### src/hw/rtl/ia64_pkg.sv
// ----------------------------------------------------------------------------
// ia64_pkg: shared types and codes of the integer ALU
// Operation codes, divide-chain kinds and the records that travel between
// the front stage and the divide cells.
// ----------------------------------------------------------------------------
package ia64_pkg;

	localparam int unsigned XLEN = 64;
	localparam int unsigned HLEN = 32;

	typedef enum logic [5:0] {
		OP_ADD = 6'd0, OP_SUB = 6'd1, OP_SMUL = 6'd2, OP_UMUL = 6'd3,
		OP_SDIV = 6'd4, OP_UDIV = 6'd5, OP_SMOD = 6'd6, OP_UMOD = 6'd7,
		OP_AND = 6'd8, OP_OR = 6'd9, OP_XOR = 6'd10, OP_SHL = 6'd11,
		OP_SHR = 6'd12, OP_ASHR = 6'd13, OP_ROL = 6'd14, OP_ROR = 6'd15,
		OP_EQ = 6'd16, OP_NE = 6'd17, OP_SLT = 6'd18, OP_SLE = 6'd19,
		OP_SGT = 6'd20, OP_SGE = 6'd21, OP_ULT = 6'd22, OP_ULE = 6'd23,
		OP_UGT = 6'd24, OP_UGE = 6'd25, OP_MOV = 6'd26, OP_NEG = 6'd27,
		OP_NOT = 6'd28, OP_MKBOOL = 6'd29, OP_NOTBOOL = 6'd30, OP_ZXT = 6'd31,
		OP_SXT = 6'd32
	} op_t;

	typedef enum logic [1:0] {
		KIND_NONE = 2'd0,
		KIND_QUOT = 2'd1,
		KIND_REM  = 2'd2
	} kind_t;

	// front stage record
	typedef struct packed {
		logic              valid;
		kind_t             kind;
		logic              neg;
		logic              dz;
		logic              w32;
		logic              is_mul;
		logic [XLEN-1:0]   res;
		logic [XLEN-1:0]   ll;
		logic [HLEN-1:0]   lh;
		logic [HLEN-1:0]   hl;
		logic [XLEN-1:0]   ma;
		logic [XLEN-1:0]   mb;
	} prep_t;

	// divide cell record
	typedef struct packed {
		logic              valid;
		kind_t             kind;
		logic              neg;
		logic              dz;
		logic              w32;
		logic [XLEN-1:0]   res;
		logic [XLEN-1:0]   r;
		logic [XLEN-1:0]   n;
		logic [XLEN-1:0]   d;
	} cell_t;

endpackage

### src/hw/rtl/ia64_div_cell.sv
// ----------------------------------------------------------------------------
// ia64_div_cell: one restoring-division cell
// Shift one dividend bit into the partial remainder, subtract the divisor
// when it fits, and hand the record to the next cell.
// ----------------------------------------------------------------------------
module ia64_div_cell (
	input  logic              clk,
	input  logic              arst_n,
	input  logic              adv,
	input  ia64_pkg::cell_t   prev,
	output ia64_pkg::cell_t   cur_q
);

	logic [64:0] t, diff;
	logic        ge;

	assign t    = {prev.r, prev.n[63]};
	assign diff = t - {1'b0, prev.d};
	assign ge   = (t >= {1'b0, prev.d});

	always_ff @(posedge clk or negedge arst_n) begin
		if (!arst_n) begin
			cur_q <= '0;
		end else if (adv) begin
			cur_q.valid <= prev.valid;
			cur_q.kind  <= prev.kind;
			cur_q.neg   <= prev.neg;
			cur_q.dz    <= prev.dz;
			cur_q.w32   <= prev.w32;
			cur_q.res   <= prev.res;
			cur_q.d     <= prev.d;
			cur_q.r     <= ge ? diff[63:0] : t[63:0];
			cur_q.n     <= {prev.n[62:0], ge};
		end
	end

endmodule

### config.mk
export PLATFORM = sky130hd
export DESIGN_NAME = ia64_div_cell
export DESIGN_NICKNAME = d
export VERILOG_FILES = /design/src/hw/rtl/ia64_pkg.sv /design/src/hw/rtl/ia64_div_cell.sv
export SDC_FILE = /design/constraint.sdc
export NUM_CORES = 1
export LEC_CHECK = 0
export BUFFER_PORTS_ARGS = -buffer_cell sky130_fd_sc_hd__buf_2
export CAP_MARGIN = 10
export CORE_AREA = 2 2 204 206
export CTS_CLUSTER_DIAMETER = 120
export DETAILED_ROUTE_END_ITERATION = 6
export DIE_AREA = 0 0 206 208
export PLACE_DENSITY = 0.63
export SKIP_CTS_REPAIR_TIMING = 1
export SYNTH_ARGS = -nofsm -noshare
export SYNTH_HDL_FRONTEND = slang
export SYNTH_SLANG_ARGS = --single-unit
### constraint.sdc
create_clock -name clk -period 2.06 [get_ports clk]
set_input_delay 0.103 -clock clk [delete_from_list [all_inputs] [get_ports clk]]
set_output_delay 0.103 -clock clk [all_outputs]
set_load 0.05 [all_outputs]
======== Word level (Yosys, flattened, before mapping) ========
Cells that the tools add are included.
cells by class
  add/subtract/negate cells ............... 1
  magnitude comparators ................... 1
  multiplexer cells ....................... 1
operator list
  cell              count
  $ge A65 B64 Y1    1
  $mux W64          1
  $sub A64 B64 Y64  1
word-level totals
  register bits ........................... 262
  output and inout bits ................... 262
  word-level logic and storage cells ...... 12

======== Logic depth before layout (Yosys ltp) ========
  word-level depth ........................ 2
  gate-level depth with buffers ........... 15
  depth with buffers taken out ............ 13

======== Worst setup path after synthesis ========
OpenSTA, ideal clock, no wires.
  path type ............................... input to register
  start point ............................. input port prev[127] (netlist bit)
  end point ............................... register cur_q[168] (netlist bit)
  setup time .............................. 0.124 ns
  arrival ................................. 2.582 ns
  required time ........................... 1.936 ns
  slack ................................... -0.646 ns
  stages .................................. 13
  cells stage by stage .................... inv_1 -> ha_1 -> fa_1 -> nor2b_1 -> o31a_1 -> o311ai_1 -> a21oi_1 -> nor2_1 -> o31ai_1 -> a21oi_1 -> o31ai_1 -> mux2i_1 -> a211o_1
between the ends
  longest elaborated chain between the ends .. 2
ends and longest elaborated chain
  element                                             RTL line                                  RTL
  from (decl)                                         ia64_div_cell.sv:10                       input ia64_pkg::cell_t prev,
  $sub A64 B64 Y64 or $ge A65 B64 Y1 (tied branches)  ia64_div_cell.sv:18, ia64_div_cell.sv:19
  $mux W64 *                                          ia64_div_cell.sv:32                       cur_q.r <= ge ? diff[63:0] : t[63:0];
  to (decl)                                           ia64_div_cell.sv:11                       output ia64_pkg::cell_t cur_q
Mark *: on every way between the ends. The rest lies on a longest branch, timed or not.
A chain may end at the register's enable or synchronous reset.

======== Worst setup path in the final report ========
  start point ............................. input port prev[9] (netlist bit)
  end point ............................... register cur_q[184] (netlist bit)
The elaborated chain is that of the path after synthesis.

==> impl_metrics.xml <==
<?xml version="1.0" encoding="UTF-8"?>
<metrics>
  <group name="run_status">
    <metric name="outcome" unit="">complete, but fails checks</metric>
    <metric name="violated_checks" unit="">hold timing, setup timing</metric>
  </group>
  <group name="critical_path">
    <metric name="critPathLaunch" unit="">prev[9]</metric>
    <metric name="rr_endpoint" unit="">cur_q[0]$_DFFE_PN0P_</metric>
    <metric name="worst_setup_path_start_kind" unit="">input port</metric>
    <metric name="crit_path_cell_trace" unit="">buf_2, inv_2, ha_4, buf_4, nand2_1, nor4_2, buf_4, o2111ai_4, buf_6, a21oi_4, a311oi_2, buf_4, a21oi_4, a31o_4, inv_8, a21o_1, o32a_1</metric>
    <metric name="rr_worst_depth" unit="">2</metric>
    <metric name="worst_path_required" unit="ns">2.51</metric>
    <metric name="cp-end-kind" unit="">flop</metric>
    <metric name="critical_path_start_end_classification" unit="">input port to flop</metric>
    <metric name="cp_num_cells" unit="">17</metric>
    <metric name="critical_path.slowest_cell" unit="">nor4_2</metric>
    <metric name="crit_top_cell" unit="">buf_4</metric>
    <metric name="worstPathArrival" unit="ns">2.92</metric>
    <metric name="path_max_fanout" unit="">12</metric>
    <metric name="crit_path_end" unit="">cur_q[184]$_DFFE_PN0P_</metric>
    <metric name="crit_family" unit="">compound AO/OA/AOI/OAI gates</metric>
    <metric name="setup.reg_to_reg.worst_slack" unit="ns">0.72</metric>
    <metric name="worst-path-buf-inv" unit="">7</metric>
    <metric name="worstReg2RegStart" unit="">cur_q[0]$_DFFE_PN0P_</metric>
    <metric name="slowest_delay" unit="ns">0.33</metric>
  </group>
  <group name="detailed_routing">
    <metric name="drt-total-wl" unit="mm">58.1</metric>
    <metric name="drt_iter0_markers" unit="">684</metric>
    <metric name="detail_route.vias_per_cell" unit="">5.03</metric>
    <metric name="wire_per_inst" unit="um">19.1</metric>
    <metric name="drt_drc_violations_left" unit="">0</metric>
    <metric name="antenna_violating_nets_post_route" unit="">0</metric>
    <metric name="firstDrtPassIters" unit="">5</metric>
    <metric name="via_count_of_the_routed_design" unit="">15336</metric>
  </group>
  <group name="power">
    <metric name="power.leakage" unit="nW">11.8</metric>
    <metric name="switching_fraction_of_total_power" unit="">0.387</metric>
    <metric name="netSwitchingPower" unit="W">0.00738</metric>
    <metric name="share_comb_of_total_power" unit="">0.396</metric>
    <metric name="sequentialPowerShare" unit="">0.322</metric>
    <metric name="power_frac_clock" unit="">0.282</metric>
    <metric name="power_density" unit="nW/um^2">777</metric>
    <metric name="internal_power" unit="W">0.0117</metric>
    <metric name="peakVddDrop" unit="mV">0.717</metric>
  </group>
  <group name="floorplan">
    <metric name="core_region_area" unit="sq um">40600</metric>
    <metric name="initial_utilization" unit="">0.355</metric>
    <metric name="num_io_pins" unit="">527</metric>
    <metric name="die_y" unit="um">208</metric>
    <metric name="total_number_of_placement_rows" unit="">74</metric>
    <metric name="dieWidth" unit="um">206</metric>
    <metric name="area_enclosed_by_the_die_boundary" unit="sq um">42800</metric>
  </group>
  <group name="timing">
    <metric name="grt_setup_unrepaired" unit="">yes</metric>
    <metric name="timing.hold.ws" unit="ns">-0.169</metric>
    <metric name="post-route-period-util" unit="">1.20</metric>
    <metric name="clock.fmax" unit="MHz">405</metric>
    <metric name="layout_min_cycle_time" unit="ns">2.47</metric>
    <metric name="finalHoldViolations" unit="">2</metric>
    <metric name="timing_worst_slew_pin_value" unit="ns">0.545</metric>
    <metric name="maxSlewHeadroom" unit="">0.633</metric>
    <metric name="fin_worst_skew" unit="ns">0</metric>
    <metric name="report.final.setup_viol" unit="">65</metric>
    <metric name="timing.final.max_slew_violations" unit="">0</metric>
    <metric name="postLayoutSetupSlackWorst" unit="ns">-0.410</metric>
    <metric name="finalSetupTns" unit="ns">-21.19</metric>
  </group>
  <group name="logic_synthesis">
    <metric name="netlist.top_cell.by_area" unit="">dfrtp_1</metric>
    <metric name="postSynth.topFlopCell" unit="">dfrtp_1</metric>
    <metric name="synthCells" unit="">1427</metric>
    <metric name="edff_count_synth" unit="">0</metric>
    <metric name="netlist.area_leader.share" unit="">0.455</metric>
    <metric name="async_s_r_ff_share_synth" unit="">1.00</metric>
    <metric name="synth.distinct_cells" unit="">69</metric>
    <metric name="post_synth_instance_area" unit="sq um">14400</metric>
    <metric name="synth.ff_latch_count" unit="">262</metric>
    <metric name="syn_area_per_cell" unit="sq um">10.1</metric>
    <metric name="syn-num-nets" unit="">1757</metric>
    <metric name="synth.area.top_cells" unit="">dfrtp_1 (46%), mux2_2 (16%), ha_1 (5.6%)</metric>
    <metric name="yosys_warnings" unit="">0</metric>
    <metric name="yosysSeqAreaShare" unit="">0.455</metric>
  </group>
  <group name="layout">
    <metric name="registers.top_by_ff_count" unit="">cur_q</metric>
    <metric name="layout-drive-gt1-share" unit="">0.495</metric>
    <metric name="multiInputGateArea" unit="sq um">7970</metric>
    <metric name="syn2layout_area_growth" unit="%">70.6</metric>
    <metric name="area.sequential" unit="sq um">6560</metric>
    <metric name="layout.core_utilization" unit="">0.606</metric>
    <metric name="final_nets" unit="">2817</metric>
    <metric name="fin_area" unit="sq um">24600</metric>
    <metric name="final.fill_count" unit="">3303</metric>
    <metric name="largest_reg_flops" unit="">262</metric>
    <metric name="biggestRegsByFlops" unit="">cur_q x262</metric>
  </group>
  <group name="global_route">
    <metric name="grt_antenna_before_repair" unit="">11</metric>
    <metric name="maximum_number_of_pins_on_one_net_before_global_route_repair" unit="">75</metric>
    <metric name="grtUsageTotal" unit="">0.233</metric>
    <metric name="aggregate_global_routing_overflow" unit="">0</metric>
    <metric name="grt_pass1_vias" unit="">14495</metric>
    <metric name="grt_first_pass_wirelength" unit="mm">78.6</metric>
  </group>
  <group name="clock_network">
    <metric name="tritoncts" unit="">yes</metric>
    <metric name="buffers_from_clock_root_to_sink_at_most" unit="">3</metric>
    <metric name="tritoncts_num_sinks" unit="">262</metric>
    <metric name="cts.clk_slew.worst_paths" unit="ns">0.06</metric>
    <metric name="clk_latency" unit="ns">0.58</metric>
    <metric name="htreeDepth" unit="">1</metric>
    <metric name="cts-root-buf" unit="">clkbuf_16</metric>
    <metric name="inserted_clock_buffers" unit="">31</metric>
  </group>
  <group name="placed_design">
    <metric name="io_buffers" unit="">526</metric>
    <metric name="place_ws" unit="ns">-1.24</metric>
    <metric name="dpl_cell_area" unit="sq um">19800</metric>
    <metric name="hpwl_detailed" unit="mm">41.3</metric>
    <metric name="place.gp.congestion" unit="">0.915</metric>
  </group>
  <group name="worst_hold_path">
    <metric name="hp-class" unit="">input port to flop</metric>
  </group>
  <group name="flow_run">
    <metric name="maxCapViolations" unit="">0</metric>
  </group>
</metrics>
[area by class of cell]
type                            instances  share of cell area
Inverter                               90              0.0149
Tap cell                              532              0.0271
Sequential cell                       262               0.267
Clock buffer                           43              0.0359
Antenna cell                            8            0.000815
Multi-Input combinational cell       1001               0.324
Clock inverter                         13             0.00443
Timing Repair Buffer                 1101               0.326
[logic make-up (layout without fill, tap and decap cells)]
family,count (synthesis),in the layout,synth area share
XOR/XNOR,51,51,0.0310
flip-flops,262,262,0.455
buffers and inverters,164,1247,0.0468
multiplexers,203,203,0.158
AND/OR/NAND/NOR,376,376,0.116
adder cells (fa/ha/maj),65,65,0.0570
AO/OA/AOI/OAI,306,306,0.135
other,0,8,0
[through the flow]
step                      cells  hold WS (ns)  power [W]
final                      3050        -0.169     0.0191
after detailed placement   2705        0.0631     0.0128
after global placement     2705        0.0591     0.0128
after global routing       3049        -0.184     0.0199
after CTS                  2761        -0.559     0.0182
after floorplan            1427        -0.193     0.0104
[metal layers]
metal  track usage  up-vias  share of wire  wire, um
met5             0        -        0.00045        26
met4        0.0746        4          0.039      2270
met3        0.0683      145          0.076      4410
met2         0.406      563           0.50     29100
met1         0.273     7441           0.38     22300
li1              -     7183              -         -
[power groups by stage]
stage / clock network, W / registers [W] / logic, W
3_3_place_gp: 0 / 0.00617 / 0.00658
4_1_cts: 0.00547 / 0.00612 / 0.00665
5_1_grt: 0.00570 / 0.00621 / 0.00800
3_5_place_dp: 0 / 0.00620 / 0.00662
2_1_floorplan: 0 / 0.00840 / 0.00200
6_report: 0.00539 / 0.00614 / 0.00756
[cells in the final DEF (no fill, tap or decap), types with 10 or more instances in the layout]
cell type	netlist	final
nand2_4	0	20
buf_4	7	297
a21oi_1	92	81
xnor2_1	36	36
nand2_2	1	24
mux2_2	199	198
ha_1	64	44
inv_1	89	75
o21ai_0	49	39
nand3_1	18	15
nand4_1	25	25
a21o_1	21	21
clkbuf_16	0	35
nor3_1	12	10
dlygate4sd3_1	0	252
a31oi_1	56	53
nand2_1	161	117
buf_2	13	505
xor2_1	15	15
buf_6	2	26
a21oi_2	1	10
dfrtp_1	262	262
nor2_1	108	105
ha_4	0	17
o21bai_1	20	19
buf_12	0	14
[worst min-delay path by stage]
stage	slack (ns)	depth (start not counted)	end	startpoint
floorplan	-0.19	0	cur_q[0]$_DFFE_PN0P_	arst_n
global route	-0.18	3	cur_q[128]$_DFFE_PN0P_	prev[127]
finish	-0.17	3	cur_q[128]$_DFFE_PN0P_	prev[127]
CTS	-0.56	1	cur_q[252]$_DFFE_PN0P_	arst_n
detailed placement	0.06	1	cur_q[251]$_DFFE_PN0P_	arst_n
global placement	0.06	1	cur_q[251]$_DFFE_PN0P_	arst_n
[synth_stat cells, types with 5 or more instances]
master / number
nand2b_1: 5
xor2_1: 15
a21oi_1: 92
buf_2: 13
nor3_1: 12
o31ai_1: 6
nand3b_1: 5
dfrtp_1: 262
and3_1: 8
a221oi_1: 5
inv_1: 89
o21bai_1: 20
a31oi_1: 56
nor2_1: 108
a21o_1: 21
mux2_2: 199
ha_1: 64
buf_4: 7
clkbuf_1: 50
xnor2_1: 36
nand4_1: 25
o21ai_0: 49
o21a_1: 10
nand2_1: 161
nand3_1: 18
or4_1: 5
nor2b_1: 9
nor4_1: 7
[worst register-to-register path, stage by stage, from the launching register on]
cell and delay (ns):
dfrtp_1 0.41, mux2_2 0.27, dlygate4sd3_1 0.56
No activity file was read; power rests on OpenSTA's default activity.
